### src/hw/rtl/miller_rabin_round_core_defines.svh
// Assertion macros for the Miller-Rabin round core.
`ifndef MILLER_RABIN_ROUND_CORE_DEFINES_SVH
`define MILLER_RABIN_ROUND_CORE_DEFINES_SVH
`ifndef SYNTHESIS
`define MR_ASSERT_IMPL(label, clk, rst, ante, cons) \
   label: assert property (@(posedge clk) disable iff (rst) (ante) |-> (cons)) \
      else $error("assertion failed");
`define MR_ASSERT_NEXT(label, clk, rst, ante, cons) \
   label: assert property (@(posedge clk) disable iff (rst) (ante) |=> (cons)) \
      else $error("assertion failed");
`else
`define MR_ASSERT_IMPL(label, clk, rst, ante, cons)
`define MR_ASSERT_NEXT(label, clk, rst, ante, cons)
`endif
`endif

### src/hw/rtl/mrr_pkg.sv
// Shared types for the Miller-Rabin round core.
package mrr_pkg;
   typedef enum logic [1:0] {
      MRR_OP_MUL,
      MRR_OP_MOD
   } mrr_op_type;

   typedef struct packed {
      logic start;
      mrr_op_type op;
   } mrr_unit_ctl_type;
endpackage

### src/hw/rtl/mrr_modmul.sv
// Shared bit-serial modular unit: x*y mod m (double and add) or x mod m (restoring).
module mrr_modmul #(
   parameter int W = 63
) (
   input  logic                      clock,
   input  logic                      reset,
   input  mrr_pkg::mrr_unit_ctl_type ctl,
   input  logic [W-1:0]              x,
   input  logic [W-1:0]              y,
   input  logic [W-1:0]              m,
   output logic                      done,
   output logic [W-1:0]              result
);
   import mrr_pkg::*;
   localparam int CW = $clog2(W + 1);

   logic             run_ff, run_in;
   mrr_op_type       op_ff, op_in;
   logic [CW-1:0]    cnt_ff, cnt_in;
   logic [W-1:0]     acc_ff, acc_in;
   logic [W-1:0]     base_ff, base_in;
   logic [W-1:0]     mul_ff, mul_in;
   logic [W-1:0]     mod_ff, mod_in;
   logic             done_ff, done_in;
   logic [W:0]       sum_a, sum_b, rem2;

   always_comb begin
      run_in  = run_ff;
      op_in   = op_ff;
      cnt_in  = cnt_ff;
      acc_in  = acc_ff;
      base_in = base_ff;
      mul_in  = mul_ff;
      mod_in  = mod_ff;
      done_in = 1'b0;
      sum_a   = {1'b0, acc_ff} + {1'b0, base_ff};
      sum_b   = {1'b0, base_ff} + {1'b0, base_ff};
      // restoring remainder: acc*2 + next bit of mul
      rem2    = {acc_ff, mul_ff[W-1]};
      if (ctl.start) begin
         run_in  = 1'b1;
         op_in   = ctl.op;
         cnt_in  = CW'(W);
         acc_in  = '0;
         base_in = x;
         mul_in  = (ctl.op == MRR_OP_MUL) ? y : x;
         mod_in  = m;
      end else if (run_ff) begin
         unique case (op_ff)
            MRR_OP_MUL: begin
               if (mul_ff[0])
                  acc_in = (sum_a >= {1'b0, mod_ff}) ? W'(sum_a - {1'b0, mod_ff}) : W'(sum_a);
               base_in = (sum_b >= {1'b0, mod_ff}) ? W'(sum_b - {1'b0, mod_ff}) : W'(sum_b);
               mul_in  = mul_ff >> 1;
            end
            default: begin
               acc_in = (rem2 >= {1'b0, mod_ff}) ? W'(rem2 - {1'b0, mod_ff}) : W'(rem2);
               mul_in = mul_ff << 1;
            end
         endcase
         cnt_in = cnt_ff - 1'b1;
         if (cnt_ff == CW'(1)) begin
            run_in  = 1'b0;
            done_in = 1'b1;
         end
      end
   end

   always_ff @(posedge clock) begin
      if (reset) begin
         run_ff  <= 1'b0;
         done_ff <= 1'b0;
         op_ff   <= MRR_OP_MUL;
         cnt_ff  <= '0;
      end else begin
         run_ff  <= run_in;
         done_ff <= done_in;
         op_ff   <= op_in;
         cnt_ff  <= cnt_in;
      end
      acc_ff  <= acc_in;
      base_ff <= base_in;
      mul_ff  <= mul_in;
      mod_ff  <= mod_in;
   end

   assign done   = done_ff;
   assign result = acc_ff;
endmodule

### src/hw/rtl/miller_rabin_round_core.sv
// Top level of the Miller-Rabin single-witness round core.
//  channel   | direction | handshake             | payload
//  request   | in        | req_start / req_busy  | req_candidate, req_witness
//  response  | out       | rsp_valid (1 cycle)   | rsp_probable_prime, rsp_decided_without_witness
// Sequence: trivial candidates are answered without the witness. Otherwise
// one reduction of the witness, then up to 2 modular products per exponent bit plus
// up to s-1 squarings, each made of an issue state, W steps in the shared
// bit-serial unit and the capture in the wait state.
// Reset: synchronous, active high; clears the sequencer and the control of the modular unit only.
// Stalls: busy is high from acceptance until the response cycle; the
// receiver cannot stall the response.
module miller_rabin_round_core #(
   parameter int VALUE_BITS = 63
) (
   input  logic                  clock,
   input  logic                  reset,
   input  logic                  req_start,
   output logic                  req_busy,
   input  logic [VALUE_BITS-1:0] req_candidate,
   input  logic [VALUE_BITS-1:0] req_witness,
   output logic                  rsp_valid,
   output logic                  rsp_probable_prime,
   output logic                  rsp_decided_without_witness
);
   import mrr_pkg::*;
   `include "miller_rabin_round_core_defines.svh"

   localparam int W  = VALUE_BITS;
   localparam int SW = $clog2(W + 1);

   typedef enum logic [3:0] {
      ST_IDLE, ST_SPLIT, ST_RED, ST_REDW, ST_CHECKA, ST_PMUL, ST_PMULW,
      ST_PSQ, ST_PSQW, ST_CHECKX, ST_SQ, ST_SQW, ST_DONE
   } state_type;

   state_type        state_ff, state_in;
   logic [W-1:0]     n_ff, n_in;
   logic [W-1:0]     a_ff, a_in;     // witness, later running base
   logic [W-1:0]     d_ff, d_in;     // remaining exponent
   logic [W-1:0]     x_ff, x_in;
   logic [SW-1:0]    s_ff, s_in;     // factors of two in n-1; squarings left plus one
   logic             prime_ff, prime_in;
   logic             direct_ff, direct_in;
   logic             valid_ff, valid_in;
   mrr_unit_ctl_type ctl;
   logic [W-1:0]     ux, uy;
   logic             udone;
   logic [W-1:0]     ures;
   logic [W-1:0]     nm1;

   assign nm1 = n_ff - 1'b1;

   mrr_modmul #(.W(W)) u_modmul (
      .clock(clock), .reset(reset), .ctl(ctl), .x(ux), .y(uy), .m(n_ff),
      .done(udone), .result(ures)
   );

   always_comb begin
      state_in  = state_ff;
      n_in      = n_ff;
      a_in      = a_ff;
      d_in      = d_ff;
      x_in      = x_ff;
      s_in      = s_ff;
      prime_in  = prime_ff;
      direct_in = direct_ff;
      valid_in  = 1'b0;
      ctl.start = 1'b0;
      ctl.op    = MRR_OP_MUL;
      ux        = x_ff;
      uy        = a_ff;
      unique case (state_ff)
         ST_IDLE: begin
            if (req_start) begin
               n_in      = req_candidate;
               a_in      = req_witness;
               prime_in  = 1'b0;
               direct_in = 1'b0;
               state_in  = ST_SPLIT;
            end
         end
         ST_SPLIT: begin
            if (n_ff <= W'(1) || !n_ff[0]) begin
               prime_in  = (n_ff == W'(2));
               direct_in = 1'b1;
               state_in  = ST_DONE;
            end else begin
               d_in     = nm1 >> 1;
               s_in     = SW'(1);
               state_in = ST_RED;
            end
         end
         ST_RED: begin
            // strip factors of two from d, one per cycle
            if (!d_ff[0]) begin
               d_in = d_ff >> 1;
               s_in = s_ff + 1'b1;
            end else begin
               ctl.start = 1'b1;
               ctl.op    = MRR_OP_MOD;
               ux        = a_ff;
               state_in  = ST_REDW;
            end
         end
         ST_REDW: begin
            ux = a_ff;
            if (udone) begin
               a_in     = ures;
               x_in     = W'(1);
               state_in = ST_CHECKA;
            end
         end
         ST_CHECKA: begin
            if (a_ff <= W'(1) || a_ff == nm1) begin
               prime_in = 1'b1;
               state_in = ST_DONE;
            end else begin
               state_in = ST_PMUL;
            end
         end
         ST_PMUL: begin
            if (d_ff == '0) begin
               state_in = ST_CHECKX;
            end else if (d_ff[0]) begin
               ctl.start = 1'b1;
               state_in  = ST_PMULW;
            end else begin
               state_in = ST_PSQ;
            end
         end
         ST_PMULW: begin
            if (udone) begin
               x_in     = ures;
               state_in = ST_PSQ;
            end
         end
         ST_PSQ: begin
            ctl.start = 1'b1;
            ux        = a_ff;
            state_in  = ST_PSQW;
         end
         ST_PSQW: begin
            if (udone) begin
               a_in     = ures;
               d_in     = d_ff >> 1;
               state_in = ST_PMUL;
            end
         end
         ST_CHECKX: begin
            if (x_ff == W'(1) || x_ff == nm1) begin
               prime_in = 1'b1;
               state_in = ST_DONE;
            end else begin
               state_in = ST_SQ;
            end
         end
         ST_SQ: begin
            if (s_ff <= SW'(1)) begin
               state_in = ST_DONE;
            end else begin
               ctl.start = 1'b1;
               uy        = x_ff;
               state_in  = ST_SQW;
            end
         end
         ST_SQW: begin
            if (udone) begin
               x_in = ures;
               s_in = s_ff - 1'b1;
               if (ures == nm1) begin
                  prime_in = 1'b1;
                  state_in = ST_DONE;
               end else begin
                  state_in = ST_SQ;
               end
            end
         end
         ST_DONE: begin
            valid_in = 1'b1;
            state_in = ST_IDLE;
         end
         default: state_in = ST_IDLE;
      endcase
   end

   always_ff @(posedge clock) begin
      if (reset) begin
         state_ff <= ST_IDLE;
         valid_ff <= 1'b0;
      end else begin
         state_ff <= state_in;
         valid_ff <= valid_in;
      end
      n_ff      <= n_in;
      a_ff      <= a_in;
      d_ff      <= d_in;
      x_ff      <= x_in;
      s_ff      <= s_in;
      prime_ff  <= prime_in;
      direct_ff <= direct_in;
   end

   assign req_busy                    = (state_ff != ST_IDLE);
   assign rsp_valid                   = valid_ff;
   assign rsp_probable_prime          = prime_ff;
   assign rsp_decided_without_witness = direct_ff;

   `MR_ASSERT_NEXT(a_start_busy, clock, reset, req_start && !req_busy, req_busy)
   `MR_ASSERT_IMPL(a_valid_idle, clock, reset, rsp_valid, !req_busy)
   `MR_ASSERT_IMPL(a_direct_even, clock, reset, rsp_valid && rsp_decided_without_witness && rsp_probable_prime, n_ff == W'(2))
endmodule
### config.mk
export PLATFORM = sky130hd
export DESIGN_NAME = miller_rabin_round_core
export DESIGN_NICKNAME = d
export VERILOG_FILES = /design/src/hw/rtl/mrr_pkg.sv /design/src/hw/rtl/mrr_modmul.sv /design/src/hw/rtl/miller_rabin_round_core.sv
export VERILOG_INCLUDE_DIRS = /design/src /design/src/hw/rtl
export SDC_FILE = /design/constraint.sdc
export NUM_CORES = 2
export LEC_CHECK = 0
export ABC_AREA = 1
export BUFFER_PORTS_ARGS = -buffer_cell sky130_fd_sc_hd__buf_4
export CAP_MARGIN = 10
export CORE_ASPECT_RATIO = 0.75
export CORE_MARGIN = 10
export CORE_UTILIZATION = 35
export DETAILED_ROUTE_END_ITERATION = 8
export MAX_ROUTING_LAYER = met4
export SYNTH_ARGS = -nofsm -noshare
export SYNTH_HDL_FRONTEND = slang
export SYNTH_SLANG_ARGS = --single-unit
### constraint.sdc
create_clock -name clock -period 12.5 [get_ports clock]
set_clock_uncertainty 0.15 [all_clocks]
set_input_delay 3.125 -clock clock [delete_from_list [all_inputs] [get_ports clock]]
set_output_delay 3.125 -clock clock [all_outputs]
set_load 0.01 [all_outputs]
=== Word level (Yosys, flattened, before mapping) ===
Index checks and enable logic that the tools add are counted.

* Input port bits: 129
* Output and inout bits: 4
* Bits in registers: 527

* Eq/ne operators: 33
* Reduce and logical (&&, ||, !) cells: 32
* $add $sub $neg: 9
* Bitwise operators: 1
* $lt $le $gt $ge: 6
* Multiplexer cells: 65

{| class="wikitable"
|+ Operators with widths
! operator !! number
|-
| 63-bit two-way mux || 21
|-
| 63-bit one-hot mux with 2 select lines || 3
|-
| 64-bit by 63-bit >= comparator with 1-bit output || 3
|-
| 63-bit equality test || 3
|-
| 63-bit one-hot mux with 3 select lines || 1
|-
| 63-bit subtractor || 3
|-
| 63-bit by 63-bit adder with 64-bit output || 2
|-
| 63-bit by 1-bit less-or-equal comparator with 1-bit output, second input constant || 2
|-
| 63-bit by 1-bit equality test with 1-bit output, second input constant || 1
|-
| 63-bit by 2-bit equality test with 1-bit output, second input constant || 1
|-
| 63-bit zero test || 1
|-
| 63-bit by 1-bit subtractor with 63-bit output, second input constant || 1
|-
| 4-bit one-hot mux with 12 select lines || 1
|-
| 4-bit two-way mux || 9
|-
| 6-bit two-way mux || 5
|-
| 4-bit equality test, second input constant || 5
|-
| 6-bit one-hot mux with 3 select lines || 1
|-
| 4-bit by 3-bit equality test with 1-bit output, second input constant || 4
|-
| 1-bit two-way mux || 16
|-
| 2-bit != test, second input constant || 8
|-
| 2-bit by 1-bit != test with 1-bit output, second input constant || 7
|-
| 3-bit two-way mux || 4
|-
| 3-bit AND reduction || 4
|-
| 6-bit by 1-bit subtractor with 6-bit output, second input constant || 2
|-
| other kinds (24) || 38
|}

=== Longest topological paths before layout ===
* Depth after elaboration: 6
* Gate-level depth with buffers: 37
* Depth with buffers taken out: 36

=== Modules after synthesis ===
Synthesis repeated with hierarchy kept, for this count alone.

* Cell total of the unflattened synthesis: 7769
* Area, all modules: 50168.1 µm²

{| class="wikitable"
|+ By module, submodules not included
! module !! seq. area each (µm²) !! area each (µm²) !! times used !! cells each
|-
| mrr_modmul || 7136.8 || 32133.3 || 1 || 5261
|-
| miller_rabin_round_core || 7877.6 || 18034.8 || 1 || 2508
|}

=== Worst setup path before layout ===
Ideal clock, no wire load.

* Kind: input port to flip-flop
* Start point: input port req_start
* End point: register a_ff[0], enable pin
* Arrival time: 6366 ps
* Required time: 11845 ps
* Stages on the path: 4
* Library setup time: 505 ps
* Setup slack: 5479 ps
* Path buffers: 0
* Cells stage by stage: nor2_1 > inv_1 > o21ai_0 > a21oi_1

* Cells in the longest elaborated chain, start to end: 2

{| class="wikitable"
|+ RTL lines
! element !! RTL line !! RTL
|-
| start: declaration || miller_rabin_round_core.sv:17 || <nowiki>input logic req_start,</nowiki>
|-
| 2-bit != test (no source line) || -- ||
|-
| 3-bit AND reduction (no source line) || -- ||
|-
| end signal: assignment || miller_rabin_round_core.sv:195 || <nowiki>a_ff <= a_in;</nowiki>
|-
| end: declaration || miller_rabin_round_core.sv:38 || <nowiki>logic [W-1:0] a_ff, a_in;</nowiki>
|}

No other way between the ends.
A chain may end at the register's enable or synchronous reset.

=== Final worst setup path ===
* Start point: register u_modmul.base_ff[1]
* End point: register u_modmul.acc_ff[51], in the netlist u_modmul.result[51]

* Cells in the longest elaborated chain, start to end: 5
* Elaborated cells on any way between the ends: 6
* Those cells by class: add/sub (2); order compare (1); mux (3)

{| class="wikitable"
|+ RTL lines
! element !! RTL line !! RTL
|-
| start: declaration || mrr_modmul.sv:21 || <nowiki>logic [W-1:0] base_ff, base_in;</nowiki>
|-
| start signal: assignment || mrr_modmul.sv:82 || <nowiki>base_ff <= base_in;</nowiki>
|-
| 63-bit by 63-bit adder with 64-bit output * || mrr_modmul.sv:36 || <nowiki>sum_a = {1'b0, acc_ff} + {1'b0, base_ff};</nowiki>
|-
| 63-bit subtractor / 64-bit by 63-bit >= comparator with 1-bit output (equally long branches) || mrr_modmul.sv:52 || <nowiki>acc_in = (sum_a >= {1'b0, mod_ff}) ? W'(sum_a - {1'b0, mod_ff}) : W'(sum_a);</nowiki>
|-
| 63-bit two-way mux * || mrr_modmul.sv:52 ||
|-
| 63-bit two-way mux * || mrr_modmul.sv:51 || <nowiki>if (mul_ff[0])</nowiki>
|-
| 63-bit two-way mux * || mrr_modmul.sv:49 || <nowiki>unique case (op_ff)</nowiki>
|-
| end signal: assignment || mrr_modmul.sv:81 || <nowiki>acc_ff <= acc_in;</nowiki>
|-
| end: declaration || mrr_modmul.sv:20 || <nowiki>logic [W-1:0] acc_ff, acc_in;</nowiki>
|}

Mark *: on every way between the ends. The rest lies on a longest branch, timed or not. The select of a mux whose other input is x is not followed.

==> impl_metrics.tcl <==
set metrics [dict create \
    cpMaxStageDelayCell "sky130_fd_sc_hd__o21ai_1" \
    ports 133 \
    totalNegativeSetupSlack_ns 0 \
    first_global_vias 46902 \
    grt.overflow.total 0 \
    cts_resized 0 \
    cts_tree "done" \
    mean_number_of_vias_per_cell 5.80 \
    slew-limit-headroom 0.0141 \
    global_route_wire_length_before_repair_mm 342 \
    tritoncts_buffers 66 \
    ff2ff_path_depth 30 \
    cts.reportedPaths.clkPinSlew_ns 0.06 \
    drive_above_1_share 0.0609 \
    worst_path_fanout_max 63 \
    clock_tree.root_cell "sky130_fd_sc_hd__clkbuf_16" \
    place.gp.congestion 1.05 \
    synthesis.area_per_instance_um2 6.78 \
    critPathTopFamily "simple AND/OR/NAND/NOR gates" \
    synthDominantCellAreaShare 0.282 \
    unrepaired_setup_endpoints_after_global_routing "no" \
    cp_num_buf_inv 2 \
    remaining_drc_errors 0 \
    seq_area_frac_synth 0.314 \
    die_width_um 447 \
    timing.critical_path.required_ns 12.95 \
    synth-edff-count 448 \
    totalWireLength_mm 246 \
    timing.critical_path.depth 30 \
    num_rows 117 \
    cpMostUsedCell "sky130_fd_sc_hd__nand2_1" \
    cts-htree-levels 3 \
    die_height_um 340 \
    run_status "complete, but fails checks" \
    worst_min_delay_path_category "register to register" \
    final-hold-violation-count 0 \
    timing_max_transition_violations_final 0 \
    synthDominantAreaCellType "sky130_fd_sc_hd__edfxtp_1" \
    area_growth_pct 10.9 \
    timing.setup.critical_path_class "register to register" \
    slowest_delay_ns 0.77 \
    netlist_area_um2 47800 \
    min_path_cells 2 \
    cts_hold_buf 0 \
    synth.yosys.warnings 0 \
    async_s_r_ff_share_synth 0 \
    post_route_antenna_net_violation_count 0 \
    die_area_um2 152000 \
    setup_viol_count_final 0 \
    synth_area_leaders "sky130_fd_sc_hd__edfxtp_1, sky130_fd_sc_hd__nand2_1, sky130_fd_sc_hd__inv_1" \
    total_number_of_clock_tree_sinks 525 \
    critical_path_startpoint_category "register" \
    net_count_after_synthesis 7440 \
    worstMarginPinSlew_ns 1.47 \
    drt-pass1-iter-count 7 \
    clock_tree.buffer_depth 3 \
    post-route-min-period_ns 7.08 \
    nNetsFinal 7513 \
    endpoint_kind "register" \
    ys.flop_type "sky130_fd_sc_hd__edfxtp_1" \
    worstSkewPairLatency_ns 0.69 \
    vias 51941 \
    most-common-layout-cells "sky130_fd_sc_hd__nand2_1, sky130_fd_sc_hd__inv_1, sky130_fd_sc_hd__nor2_1" \
    drt_first_iter_violations 7722 \
    synthesis.instances 7047 \
    initial_core_util 0.352 \
    core-area_um2 136000 \
    maxClockFrequency_mhz 141 \
    dpl.hpwl_mm 204 \
    min_period_over_period 0.567 \
    mostFrequentLayoutCell "sky130_fd_sc_hd__nand2_1" \
    critPathArrivalTime_ns 7.54 \
    grt_antenna_before_repair 5 \
    ys_seq_elements 525 \
    max_cap_violations 1 \
    routed_wl_per_cell_um 27.5 \
    cts.repair_timing.setup_buffer_count 0 \
    reg2reg_setup_slack_ns 5.42 \
    synth.distinct_cells 62 \
    failed_checks "max-capacitance violations" \
    placement.io_buffers 132 \
    grt_max_degree 91 \
    grtUsageTotal 0.318 \
]
layer usage:
| metal | part of all wire | track usage | routed length, um | vias up |
|---|---|---|---|---|
| li1 | - | - | - | 23963 |
| met1 | 0.46 | 0.456 | 112000 | 24831 |
| met2 | 0.39 | 0.430 | 97200 | 2801 |
| met3 | 0.11 | 0.0867 | 28100 | 346 |
| met4 | 0.035 | 0.0906 | 8550 | 0 |
| met5 | 0 | - | 0 | - |
Yosys cell counts (all sizes together), types with 2 or more instances:
cell / instances
a2111oi: 2
a211oi: 7
a21boi: 19
a21o: 32
a21oi: 544
a221oi: 15
a311oi: 2
a31oi: 39
a32o: 9
and2: 5
and3: 5
buf: 59
clkbuf: 119
dfxtp: 77
edfxtp: 448
fa: 4
ha: 260
inv: 954
mux2i: 2
nand2: 1568
nand3: 534
nand3b: 47
nand4: 81
nor2: 856
nor3: 55
nor4: 55
nor4b: 2
o2111ai: 3
o211ai: 90
o21a: 39
o21ai: 709
o21bai: 35
o221ai: 3
o22ai: 18
o2bb2ai: 26
o311ai: 2
o32ai: 2
or2: 66
xnor2: 88
xor2: 161
final timing paths:
| path | startpoint | endpoint |
|---|---|---|
| setup / recovery | u_modmul.base_ff[1]$_DFFE_PP_ | u_modmul.result[51]$_SDFFE_PP0P_ |
| hold / removal | u_modmul.cnt_ff[0]$_SDFFE_PP0P_ | u_modmul.cnt_ff[0]$_SDFFE_PP0P_ |
| setup reg to reg | u_modmul.base_ff[1]$_DFFE_PP_ | u_modmul.result[51]$_SDFFE_PP0P_ |
| hold reg to reg | u_modmul.cnt_ff[0]$_SDFFE_PP0P_ | u_modmul.cnt_ff[0]$_SDFFE_PP0P_ |
registers in the layout, indices dropped and copies added, names as in the netlist:
signal                       count
d_ff                            62
rsp_valid                        1
u_modmul.mul_ff                 63
x_ff                            63
u_modmul.cnt_ff                  6
state_ff                         4
u_modmul.run_ff                  1
u_modmul.op_ff                   1
rsp_decided_without_witness      1
u_modmul.done                    1
u_modmul.base_ff                63
u_modmul.result                 63
n_ff                            63
a_ff                            63
u_modmul.mod_ff                 63
rsp_probable_prime               1
s_ff                             6
cell families after synthesis:
kind of cell / synth area share
AND/OR/NAND/NOR: 0.293
AO/OA/AOI/OAI: 0.187
buffers and inverters: 0.0905
flip-flops: 0.314
adder cells (fa/ha/maj): 0.0698
XOR/XNOR: 0.0461
multiplexers: 0.000419
through the flow:
stage | utilization | std cells | instance area, um^2 | worst slack, ns | hold slack (ns)
6_report | 0.390 | 8960 | 53000 | 5.42 | 0.372
5_1_grt | 0.390 | 8958 | 53000 | 5.02 | 0.398
4_1_cts | 0.390 | 8958 | 52900 | 5.47 | 0.374
3_5_place_dp | 0.374 | 8837 | 50800 | 5.51 | 0.360
3_3_place_gp | 0.374 | 8836 | 50800 | 5.54 | 0.350
2_1_floorplan | - | 7047 | 47800 | 5.48 | 0.301
tightest hold or removal path, delay by kind of cell, from the launching register on:
kind             cells  cell delay (ns)
flip-flops           1             0.32
AO/OA/AOI/OAI        1             0.08
AND/OR/NAND/NOR      1             0.07
cell type report:
type                       instances  area, um^2
inverter                         955        3590
clock buffer                      85        1830
antenna                            2        5.00
timing repair buffer             183        1370
fill                           14613       82700
multi-input combinational       5389       28600
tap                             1785        2230
sequential                       525       15000
clock inverter                    36         345
Power is not shown: default switching activity piles up to over one toggle a cycle in this logic, so the estimate is an artifact.
